--- src/rtl/pppdf_pkg.sv ---
// Package with the shared types and constants of the PPP frame deframer.
`default_nettype none

package pppdf_pkg;

   localparam int unsigned BYTE_W    = 8;
   localparam int unsigned WORD_W    = 16;
   localparam int unsigned CSR_IDX_W = 1;

   // Header layout: three big-endian words, six bytes.
   localparam logic [WORD_W-1:0] HDR_TOTAL_HI  = 16'd0;
   localparam logic [WORD_W-1:0] HDR_TOTAL_LO  = 16'd1;
   localparam logic [WORD_W-1:0] HDR_MARKER_HI = 16'd2;
   localparam logic [WORD_W-1:0] HDR_MARKER_LO = 16'd3;
   localparam logic [WORD_W-1:0] HDR_PLEN_HI   = 16'd4;
   localparam logic [WORD_W-1:0] HDR_PLEN_LO   = 16'd5;
   localparam logic [WORD_W:0]   HEADER_BYTES  = 17'd6;

   localparam logic [WORD_W-1:0] MAX_PAYLOAD_RESET = 16'd16384;
   localparam logic [WORD_W-1:0] MARKER_RESET      = 16'h5050;

   localparam logic [CSR_IDX_W-1:0] CSR_MAX_PAYLOAD = 1'b0;
   localparam logic [CSR_IDX_W-1:0] CSR_MARKER      = 1'b1;

   typedef enum logic [1:0] {
      KIND_PAYLOAD   = 2'd0,
      KIND_EMPTY     = 2'd1,
      KIND_BAD_HDR   = 2'd2,
      KIND_OVERSIZE  = 2'd3
   } kind_type;

   typedef struct packed {
      kind_type          kind;
      logic [BYTE_W-1:0] payload_byte;
      logic              frame_last;
   } result_type;

endpackage

`default_nettype wire

--- src/rtl/pppdf_if.sv ---
// Channel interfaces for the deframer's request and response items.
`default_nettype none

interface pppdf_req_if;
   logic       valid;
   logic       ready;
   logic [7:0] rx_byte;
   logic       chunk_end;

   modport source (output valid, output rx_byte, output chunk_end, input ready);
   modport sink   (input valid, input rx_byte, input chunk_end, output ready);
endinterface

interface pppdf_rsp_if;
   logic       valid;
   logic       ready;
   logic [1:0] kind;
   logic [7:0] payload_byte;
   logic       frame_last;

   modport source (output valid, output kind, output payload_byte, output frame_last,
                   input ready);
   modport sink   (input valid, input kind, input payload_byte, input frame_last,
                   output ready);
endinterface

`default_nettype wire

--- src/rtl/pppdf_core.sv ---
// Header parser, payload counter and configuration registers of the deframer.
`default_nettype none

module pppdf_core
   import pppdf_pkg::*;
(
   input  wire logic                 clock,
   input  wire logic                 reset,
   input  wire logic                 csr_we,
   input  wire logic [CSR_IDX_W-1:0] csr_index,
   input  wire logic [WORD_W-1:0]    csr_wdata,
   input  wire logic                 step,
   input  wire logic [BYTE_W-1:0]    rx_byte,
   input  wire logic                 chunk_end,
   output logic                      res_valid,
   output result_type                res
);

   logic [WORD_W-1:0] max_payload_ff, max_payload_in;
   logic [WORD_W-1:0] marker_word_ff, marker_word_in;
   logic              in_payload_ff, in_payload_in;
   logic [WORD_W-1:0] byte_count_ff, byte_count_in;
   logic [WORD_W-1:0] total_length_ff, total_length_in;
   logic [WORD_W-1:0] marker_seen_ff, marker_seen_in;
   logic [WORD_W-1:0] payload_length_ff, payload_length_in;
   logic              discarding_ff, discarding_in;

   logic [WORD_W-1:0] plen_new;
   logic [WORD_W:0]   expected_total;
   logic [WORD_W-1:0] count_inc;

   assign plen_new       = {payload_length_ff[WORD_W-1:BYTE_W], rx_byte};
   assign expected_total = {1'b0, plen_new} + HEADER_BYTES;
   assign count_inc      = byte_count_ff + 16'd1;

   always_comb begin
      max_payload_in = max_payload_ff;
      marker_word_in = marker_word_ff;
      if (csr_we) begin
         case (csr_index)
            CSR_MAX_PAYLOAD: max_payload_in = csr_wdata;
            CSR_MARKER:      marker_word_in = csr_wdata;
            default: ;
         endcase
      end
   end

   always_comb begin
      in_payload_in     = in_payload_ff;
      byte_count_in     = byte_count_ff;
      total_length_in   = total_length_ff;
      marker_seen_in    = marker_seen_ff;
      payload_length_in = payload_length_ff;
      discarding_in     = discarding_ff;
      res_valid         = 1'b0;
      res.kind          = KIND_PAYLOAD;
      res.payload_byte  = '0;
      res.frame_last    = 1'b0;

      if (step) begin
         if (discarding_ff) begin
            if (chunk_end) begin
               discarding_in = 1'b0;
            end
         end else if (!in_payload_ff) begin
            case (byte_count_ff)
               HDR_TOTAL_HI:  total_length_in = {rx_byte, total_length_ff[BYTE_W-1:0]};
               HDR_TOTAL_LO:  total_length_in = {total_length_ff[WORD_W-1:BYTE_W], rx_byte};
               HDR_MARKER_HI: marker_seen_in = {rx_byte, marker_seen_ff[BYTE_W-1:0]};
               HDR_MARKER_LO: marker_seen_in = {marker_seen_ff[WORD_W-1:BYTE_W], rx_byte};
               HDR_PLEN_HI:   payload_length_in = {rx_byte, payload_length_ff[BYTE_W-1:0]};
               default:       payload_length_in = plen_new;
            endcase

            if (byte_count_ff != HDR_PLEN_LO) begin
               byte_count_in = count_inc;
            end else begin
               byte_count_in = '0;
               // Consistency is checked before size, so a header failing both
               // reports as inconsistent.
               if (({1'b0, total_length_ff} != expected_total) ||
                   (marker_seen_ff != marker_word_ff)) begin
                  res_valid         = 1'b1;
                  res.kind          = KIND_BAD_HDR;
                  discarding_in     = !chunk_end;
                  total_length_in   = '0;
                  marker_seen_in    = '0;
                  payload_length_in = '0;
               end else if (plen_new > max_payload_ff) begin
                  res_valid         = 1'b1;
                  res.kind          = KIND_OVERSIZE;
                  discarding_in     = !chunk_end;
                  total_length_in   = '0;
                  marker_seen_in    = '0;
                  payload_length_in = '0;
               end else if (plen_new == '0) begin
                  res_valid         = 1'b1;
                  res.kind          = KIND_EMPTY;
                  res.frame_last    = 1'b1;
                  total_length_in   = '0;
                  marker_seen_in    = '0;
                  payload_length_in = '0;
               end else begin
                  in_payload_in = 1'b1;
               end
            end
         end else begin
            res_valid        = 1'b1;
            res.payload_byte = rx_byte;
            if (count_inc >= payload_length_ff) begin
               res.frame_last    = 1'b1;
               in_payload_in     = 1'b0;
               byte_count_in     = '0;
               total_length_in   = '0;
               marker_seen_in    = '0;
               payload_length_in = '0;
            end else begin
               byte_count_in = count_inc;
            end
         end
      end
   end

   always_ff @(posedge clock) begin
      if (reset) begin
         max_payload_ff    <= MAX_PAYLOAD_RESET;
         marker_word_ff    <= MARKER_RESET;
         in_payload_ff     <= 1'b0;
         byte_count_ff     <= '0;
         total_length_ff   <= '0;
         marker_seen_ff    <= '0;
         payload_length_ff <= '0;
         discarding_ff     <= 1'b0;
      end else begin
         max_payload_ff    <= max_payload_in;
         marker_word_ff    <= marker_word_in;
         in_payload_ff     <= in_payload_in;
         byte_count_ff     <= byte_count_in;
         total_length_ff   <= total_length_in;
         marker_seen_ff    <= marker_seen_in;
         payload_length_ff <= payload_length_in;
         discarding_ff     <= discarding_in;
      end
   end

endmodule

`default_nettype wire

--- src/rtl/pppdf_rsp_stage.sv ---
// Result register that holds one item until the response side takes it.
`default_nettype none

module pppdf_rsp_stage
   import pppdf_pkg::*;
(
   input  wire logic       clock,
   input  wire logic       reset,
   input  wire logic       load,
   input  wire result_type load_data,
   input  wire logic       out_ready,
   output logic            can_take,
   output logic            out_valid,
   output result_type      out_data
);

   logic       valid_ff, valid_in;
   result_type data_ff, data_in;

   assign can_take = !valid_ff || out_ready;

   always_comb begin
      valid_in = valid_ff;
      data_in  = data_ff;
      if (can_take) begin
         valid_in = load;
         if (load) begin
            data_in = load_data;
         end
      end
   end

   always_ff @(posedge clock) begin
      if (reset) begin
         valid_ff <= 1'b0;
      end else begin
         valid_ff <= valid_in;
      end
   end

   always_ff @(posedge clock) begin
      data_ff <= data_in;
   end

   assign out_valid = valid_ff;
   assign out_data  = data_ff;

endmodule

`default_nettype wire

--- src/rtl/ppp_ssl_frame_deframer.sv ---
// An accepted item waits in the input register until the result register can take; the parser's
// result is then registered there. Throughput: one item per cycle unless results are not taken;
// the parser touches each byte once with a counter and compares.
// Items that produce no result (header bytes, discarded bytes) simply vanish in the parser.
// Reset (synchronous, active high) clears the parser, both registers' valid flags and
// restores the configuration registers to their default values.
`default_nettype none

module ppp_ssl_frame_deframer
   import pppdf_pkg::*;
(
   input  wire logic                 clock,
   input  wire logic                 reset,
   pppdf_req_if.sink                 req_chan,
   pppdf_rsp_if.source               rsp_chan,
   input  wire logic                 csr_we,
   input  wire logic [CSR_IDX_W-1:0] csr_index,
   input  wire logic [WORD_W-1:0]    csr_wdata
);

   logic              in_valid_ff, in_valid_in;
   logic [BYTE_W-1:0] in_byte_ff, in_byte_in;
   logic              in_end_ff, in_end_in;

   logic       can_take;
   logic       step;
   logic       res_valid;
   result_type res;
   result_type out_data;

   // The input register drains into the parser whenever the result register can take.
   assign step           = in_valid_ff && can_take;
   assign req_chan.ready = !in_valid_ff || can_take;

   always_comb begin
      in_valid_in = in_valid_ff;
      in_byte_in  = in_byte_ff;
      in_end_in   = in_end_ff;
      if (req_chan.ready) begin
         in_valid_in = req_chan.valid;
         if (req_chan.valid) begin
            in_byte_in = req_chan.rx_byte;
            in_end_in  = req_chan.chunk_end;
         end
      end
   end

   always_ff @(posedge clock) begin
      if (reset) begin
         in_valid_ff <= 1'b0;
      end else begin
         in_valid_ff <= in_valid_in;
      end
   end

   always_ff @(posedge clock) begin
      in_byte_ff <= in_byte_in;
      in_end_ff  <= in_end_in;
   end

   pppdf_core u_core (
      .clock     (clock),
      .reset     (reset),
      .csr_we    (csr_we),
      .csr_index (csr_index),
      .csr_wdata (csr_wdata),
      .step      (step),
      .rx_byte   (in_byte_ff),
      .chunk_end (in_end_ff),
      .res_valid (res_valid),
      .res       (res)
   );

   pppdf_rsp_stage u_rsp_stage (
      .clock     (clock),
      .reset     (reset),
      .load      (res_valid),
      .load_data (res),
      .out_ready (rsp_chan.ready),
      .can_take  (can_take),
      .out_valid (rsp_chan.valid),
      .out_data  (out_data)
   );

   assign rsp_chan.kind         = out_data.kind;
   assign rsp_chan.payload_byte = out_data.payload_byte;
   assign rsp_chan.frame_last   = out_data.frame_last;

   // Only payload items carry a byte.
   assert property (@(posedge clock) disable iff (reset)
      (rsp_chan.valid && (rsp_chan.kind != KIND_PAYLOAD)) |-> (rsp_chan.payload_byte == '0))
      else $error("non-payload item carries a nonzero byte");

   // Error items never close a frame; empty frames always do.
   assert property (@(posedge clock) disable iff (reset)
      (rsp_chan.valid && ((rsp_chan.kind == KIND_BAD_HDR) ||
                          (rsp_chan.kind == KIND_OVERSIZE))) |-> !rsp_chan.frame_last)
      else $error("error item marked as frame end");

   assert property (@(posedge clock) disable iff (reset)
      (rsp_chan.valid && (rsp_chan.kind == KIND_EMPTY)) |-> rsp_chan.frame_last)
      else $error("empty frame item without frame end");

   // Nothing is presented right after reset.
   assert property (@(posedge clock) reset |=> !rsp_chan.valid)
      else $error("response valid right after reset");

endmodule

`default_nettype wire
--- src/flat_wrapper.sv ---
// flat-port wrapper written by rule: the top's interface ports become plain ports
module ppp_ssl_frame_deframer_flat import pppdf_pkg::*;
  (clock, reset, csr_we, csr_index, csr_wdata, req_chan_valid, req_chan_rx_byte, req_chan_chunk_end, req_chan_ready, rsp_chan_valid, rsp_chan_kind, rsp_chan_payload_byte, rsp_chan_frame_last, rsp_chan_ready);
  pppdf_req_if req_chan_i ();
  pppdf_rsp_if rsp_chan_i ();
  input  wire logic clock;
  input  wire logic reset;
  input  wire logic csr_we;
  input  wire logic [CSR_IDX_W-1:0] csr_index;
  input  wire logic [WORD_W-1:0] csr_wdata;
  input wire logic [$bits(req_chan_i.valid)-1:0] req_chan_valid;
  input wire logic [$bits(req_chan_i.rx_byte)-1:0] req_chan_rx_byte;
  input wire logic [$bits(req_chan_i.chunk_end)-1:0] req_chan_chunk_end;
  output wire logic [$bits(req_chan_i.ready)-1:0] req_chan_ready;
  output wire logic [$bits(rsp_chan_i.valid)-1:0] rsp_chan_valid;
  output wire logic [$bits(rsp_chan_i.kind)-1:0] rsp_chan_kind;
  output wire logic [$bits(rsp_chan_i.payload_byte)-1:0] rsp_chan_payload_byte;
  output wire logic [$bits(rsp_chan_i.frame_last)-1:0] rsp_chan_frame_last;
  input wire logic [$bits(rsp_chan_i.ready)-1:0] rsp_chan_ready;
  assign req_chan_i.valid = req_chan_valid;
  assign req_chan_i.rx_byte = req_chan_rx_byte;
  assign req_chan_i.chunk_end = req_chan_chunk_end;
  assign req_chan_ready = req_chan_i.ready;
  assign rsp_chan_valid = rsp_chan_i.valid;
  assign rsp_chan_kind = rsp_chan_i.kind;
  assign rsp_chan_payload_byte = rsp_chan_i.payload_byte;
  assign rsp_chan_frame_last = rsp_chan_i.frame_last;
  assign rsp_chan_i.ready = rsp_chan_ready;
  ppp_ssl_frame_deframer u_core (.clock(clock), .reset(reset), .req_chan(req_chan_i), .rsp_chan(rsp_chan_i), .csr_we(csr_we), .csr_index(csr_index), .csr_wdata(csr_wdata));
endmodule
--- config.mk ---
export PLATFORM = sky130hd
export DESIGN_NAME = ppp_ssl_frame_deframer_flat
export DESIGN_NICKNAME = d
export VERILOG_FILES = /design/src/rtl/pppdf_pkg.sv /design/src/rtl/pppdf_if.sv /design/src/rtl/pppdf_core.sv /design/src/rtl/pppdf_rsp_stage.sv /design/src/rtl/ppp_ssl_frame_deframer.sv /design/src/flat_wrapper.sv
export SDC_FILE = /design/constraint.sdc
export NUM_CORES = 1
export LEC_CHECK = 0
export BUFFER_PORTS_ARGS = -buffer_cell sky130_fd_sc_hd__buf_4
export CELL_PAD_IN_SITES_DETAIL_PLACEMENT = 1
export CELL_PAD_IN_SITES_GLOBAL_PLACEMENT = 2
export CORE_MARGIN = 8
export CORE_UTILIZATION = 37
export CTS_CLUSTER_DIAMETER = 60
export DETAILED_ROUTE_END_ITERATION = 7
export PLACE_DENSITY = 0.83
export SYNTH_ARGS = -nofsm -noshare
export SYNTH_HDL_FRONTEND = slang
export SYNTH_SLANG_ARGS = --single-unit
export TNS_END_PERCENT = 10
--- constraint.sdc ---
create_clock -name clock -period 5.16 [get_ports clock]
set_clock_uncertainty 0.2 [all_clocks]
set_input_delay 0.516 -clock clock [delete_from_list [all_inputs] [get_ports clock]]
set_output_delay 0.516 -clock clock [all_outputs]
set_load 0.05 [all_outputs]
After elaboration in Yosys (flattened, before gate mapping). Index checks and enable logic that the tools add are counted. W data, S select, Z words.

Register bits: 120. Input port bits: 31. Output and inout bits: 13. Word-level logic and storage cells: 101.

Add/subtract/negate cells: 2. Magnitude comparators: 2. Equality and inequality tests: 8. Mux-type cells: 49. Bitwise logic cells: 4. Reduce and logical (&&, ||, !) cells: 20.

Operator list (count): $mux W16 (19); $pmux W16 S2 (3); $eq A16 B2 Y1 const B (2); $logic_not A16 Y1 (2); $mux W1 (25); $add A16 B3 Y17 const B (1); $ne A16 B17 Y1 (1); $add A16 B1 Y16 const B (1); $eq A16 B1 Y1 const B (1); $eq A16 B3 Y1 const B (1); $ge A16 B16 Y1 (1); $gt A16 B16 Y1 (1); $ne A16 B16 Y1 (1); $ne A16 B3 Y1 const B (1); $reduce_and A2 Y1 (5); $reduce_or A4 Y1 (2); $reduce_or A5 Y1 (1); $mux W2 (2); $not A1 Y1 (4); $logic_not A1 Y1 (3); $logic_or A1 B1 Y1 (3); $reduce_and A3 Y1 (1); $reduce_or A3 Y1 (1); $ne A2 B1 Y1 const B (1); other kinds (2) (2).

Depth between registers and ports, before layout.
Depth in word-level cells: 9. Depth in mapped cells: 17. Gate-level depth less buffers: 14.

Cells and area by module. A second synthesis with hierarchy kept.

Cell total of the unflattened synthesis: 819. Area, all modules: 6832.8 µm².

By module, submodules not included: pppdf_core (times used 1, cells an instance 788, area an instance 6114.6 µm²); pppdf_rsp_stage (times used 1, cells an instance 16, area an instance 385.4 µm²); ppp_ssl_frame_deframer (times used 1, cells an instance 15, area an instance 332.8 µm²).

Least setup slack after synthesis. Ideal clock, no wire load.

Kind: reg-to-reg. Start point: reg u_core.u_core.byte_count_ff[0]. End point: reg u_core.u_core.payload_length_ff[10]. Data arrival time: 3731 ps. Required time: 4845 ps. Setup slack: 1114 ps. Stages on the path, launching flop included: 18. Buffers on the path: 3. Period minus slack after synthesis: 4046 ps. Cell sequence: dfxtp_1 -> ha_1 -> clkbuf_1 -> nand3_1 -> nor3_1 -> and3_1 -> clkbuf_1 -> nand3_1 -> xnor2_1 -> ha_1 -> nand2_1 -> o21a_1 -> and2_1 -> o21ai_1 -> nor3b_1 -> buf_1 -> mux2i_1 -> nor2_1.

Word-level cells in the longest chain between the ends: 8. Elaborated cells between the ends (all ways): 17. Those cells by class: add/sub (1); order compare (1); eq/ne (6); mux (6); reduce/logical (3).

RTL lines: start, declared (line pppdf_core.sv:22) `logic [WORD_W-1:0] byte_count_ff, byte_count_in;`; start signal, assigned (line pppdf_core.sv:138) `byte_count_ff <= byte_count_in;`; branches (longest 8 deep; another with $add A16 B1 Y16); end signal, assigned (line pppdf_core.sv:141) `payload_length_ff <= payload_length_in;`; end, declared (line pppdf_core.sv:25) `logic [WORD_W-1:0] payload_length_ff, payload_length_in;`.

Several ways; the timed one is not identified. A chain may end at the register's enable or synchronous reset.

Final worst setup path.
Start point: reg u_core.u_core.byte_count_ff[2]. End point: reg u_core.u_core.payload_length_ff[4].

Same word-level chain as after synthesis.

==> results.json <==
{
  "setup_violations": 0,
  "clkLatencyLatePin_ns": 0.43,
  "cts_root_buf": "clkbuf_16",
  "wl_met1_um": 10800,
  "yosysTopAreaCell": "dfxtp_1",
  "gp_congestion": 0.843,
  "status": "completed",
  "routedWlPerCell_um": 19.9,
  "dr.pass1.iters": 4,
  "syn_nets": 930,
  "num_io_pins": 44,
  "p_total_mw": 2.63,
  "fin_crit_ns": 4.61,
  "wirelength_um": 22600,
  "dieArea_sq_um": 23900,
  "crit_slowest_cell": "nor4_1",
  "final_nets": 956,
  "yosys_warnings": 0,
  "path_delay_family": "simple AND/OR/NAND/NOR gates",
  "grt_pass1_wl_um": 35900,
  "grt_max_degree": 61,
  "fmax_mhz": 217,
  "syn_inst": 862,
  "clk_pin_slew_worst_paths_ns": 0.06,
  "seq_area_frac_synth_pct": 36.6,
  "postSynth.asyncResetShare_pct": 0,
  "htree_levels": 4,
  "fin_setup_tns_ns": 0,
  "synth_area_sq_um": 7110,
  "synth_edf_count": 20,
  "yosys.cell_count.top_type": "nand2_1",
  "synth_cell_types": 61,
  "grt_overflow": 0,
  "grt_usage_pct": 19.2,
  "slew_viol_final": 0,
  "start_util_pct": 37.9,
  "post_route_cells_drive_above_1_share_pct": 12.0,
  "antenna_left": 0,
  "synth.ff_latch_count": 120,
  "clock_path_buffers": 2,
  "num_rows": 50,
  "synthFlopType": "dfxtp_1",
  "cp_common_cell": "a211oi_1",
  "synth.area.top_cells": "dfxtp_1, edfxtp_1, nand2_1",
  "avgSynthCellArea_sq_um": 8.25,
  "hpwlAfterDp_um": 15900,
  "power_density_nw_per_um2": 317,
  "ir_worst_vdd_uv": 241,
  "cp.arrival_ns": 4.74,
  "crit_type": "reg2reg",
  "holdWs_ns": 0.0666,
  "dieHeight_um": 155,
  "critPathLaunchType": "flip-flop",
  "num_vias": 6426,
  "top_layer": "met4",
  "crit_buf_inv": 0,
  "rsz0062_at_grt": "false",
  "period_share_pct": 89.4,
  "antenna_found_initial": 0,
  "wl_met3_um": 1110,
  "drc": 0,
  "synth_top_cell_area_share_pct": 28.2,
  "clkSinkCount": 120,
  "grt_pass1_vias": 6521,
  "drt-initial-drc-count": 415,
  "die_w_um": 155,
  "min_path_type": "in2reg",
  "antenna_cells": 0,
  "timing.slew.headroom_pct": 37.6,
  "path_max_fanout": 15,
  "drv_cap": 0,
  "worst_setup_path_end_kind": "flip-flop",
  "p_leak_nw": 3.33,
  "port_buffers": 43,
  "final_core_util_pct": 44.1,
  "cts_tree": "done",
  "max_stage_delay_ns": 0.69,
  "syn2layout_area_growth_pct": 16.6,
  "via_per_inst": 5.66,
  "post_cts_buffers": 0,
  "cp.required_ns": 5.29,
  "core_sq_um": 18800,
  "dr_wl_met2_um": 10300,
  "synth_common_cells": "nand2_1, dfxtp_1, a21oi_1, nor2_1, clkbuf_1",
  "hold_viol": 0,
  "cts-buffers-inserted": 17,
  "cp_cell_sequence": "nand3_1, nor4_1, nand3_1, xnor2_1, ha_1, nand4_1, a211oi_1, a211oi_1, o21ai_1, nand3_2, a211oi_1",
  "worstMarginPinSlew_ns": 0.934
}
final cells by class:
cell class / count / area (sq um)
Multi-Input combinational cell: 649 / 4130
Sequential cell: 120 / 2600
Clock buffer: 19 / 475
Clock inverter: 13 / 175
Fill cell: 2264 / 10500
Inverter: 37 / 139
Timing Repair Buffer: 63 / 473
Tap cell: 234 / 293
worst register-to-register path, cell delays in order (launching register included):
cell and delay [ns]:
dfxtp_1 0.51, nand3_1 0.31, nor4_1 0.69, nand3_1 0.34, xnor2_1 0.21, ha_1 0.32, nand4_1 0.13, a211oi_1 0.21
a211oi_1 0.16, o21ai_1 0.61, nand3_2 0.45, a211oi_1 0.37
registers in the layout (all words and copies together), names as in the netlist:
name	count
u_core.u_core.byte_count_ff	16
u_core.u_core.marker_seen_ff	16
u_core.u_core.marker_word_ff	16
u_core.u_core.max_payload_ff	16
u_core.u_core.payload_length_ff	16
u_core.u_core.total_length_ff	16
u_core.u_rsp_stage.out_data	11
u_core.in_byte_ff	8
u_core.in_end_ff	1
u_core.in_valid_ff	1
u_core.u_core.discarding_ff	1
u_core.u_core.in_payload_ff	1
u_core.u_rsp_stage.out_valid	1
per-layer routing:
layer / GRT usage, % / vias to the layer above
li1: - / 3132
met1: 25.2 / 3135
met2: 30.2 / 135
met3: 4.15 / 24
met4: 7.33 / 0
met5: 0 / -
power breakdown:
group,switching [mW],internal (mW),total [mW]
Sequential,0.0384,0.984,1.02
Combinational,0.176,0.103,0.278
Clock,0.496,0.831,1.33
Total,0.710,1.92,2.63
cells by family (layout without fill, tap and decap cells):
kind of cell	Yosys count	after routing	share of synthesized area (%)
fa+ha+maj	37	37	6.51
simple gates	381	381	27.3
buf+inv	93	132	5.62
flops	120	120	36.6
compound gates	170	170	16.2
xor+xnor	47	47	5.79
mux	14	14	2.01
metrics by stage:
step           area (sq um)  instances  worst slack, ns
2_1_floorplan          7110        862             1.11
3_3_place_gp           7630       1103            0.715
3_5_place_dp           7630       1103            0.453
4_1_cts                8280       1135            0.398
5_1_grt                8290       1135            0.145
6_report               8290       1135            0.549
what timing repair did:
action | CTS | global route
endpoints found under the setup margin | 0 | 1
hold buffers | 0 | 0
gates resized for setup | 0 | 1
worst paths after layout:
check	from	end	slack, ns	cells after the start
min reg2reg	u_core.u_core.max_payload_ff[1]	u_core.u_core.max_payload_ff[1]	0.26	2
max reg2reg	u_core.u_core.byte_count_ff[2]	u_core.u_core.payload_length_ff[4]	0.55	11
min	req_chan_rx_byte[0]	u_core.in_byte_ff[0]	0.07	1
max	u_core.u_core.byte_count_ff[2]	u_core.u_core.payload_length_ff[4]	0.55	11
layout by cell type (no fill, tap or decap), types with 3 or more instances in the layout:
| cell | netlist | routed |
|---|---|---|
| a32oi_1 | 32 | 32 |
| mux2i_1 | 12 | 12 |
| clkbuf_16 | 0 | 19 |
| dfxtp_1 | 100 | 100 |
| edfxtp_1 | 20 | 20 |
| o211ai_1 | 4 | 4 |
| inv_1 | 37 | 37 |
| nand3b_1 | 12 | 12 |
| and3_1 | 14 | 14 |
| inv_6 | 0 | 7 |
| nand3_1 | 14 | 13 |
| bufinv_16 | 0 | 3 |
| or3_1 | 4 | 4 |
| nor3b_1 | 5 | 4 |
| ha_1 | 37 | 37 |
| a21oi_1 | 61 | 61 |
| nor2_1 | 53 | 53 |
| o21ai_0 | 20 | 20 |
| a211oi_2 | 2 | 3 |
| nand4_1 | 17 | 17 |
| and2_1 | 36 | 36 |
| a31oi_1 | 3 | 3 |
| nand4b_1 | 7 | 7 |
| a22oi_1 | 6 | 6 |
| xor2_1 | 30 | 30 |
| a221oi_1 | 3 | 3 |
| nor3_1 | 9 | 9 |
| nand2_1 | 156 | 156 |
| o2111ai_1 | 3 | 3 |
| xnor2_1 | 17 | 17 |
| a41oi_1 | 3 | 3 |
| a211oi_1 | 13 | 12 |
| nand2b_1 | 5 | 5 |
| nor2b_1 | 13 | 13 |
| or4_1 | 4 | 4 |
| o22ai_1 | 3 | 3 |
| nor4_1 | 12 | 12 |
| buf_4 | 1 | 63 |
| and4_1 | 8 | 8 |
Power figures use the tool's default switching activity.
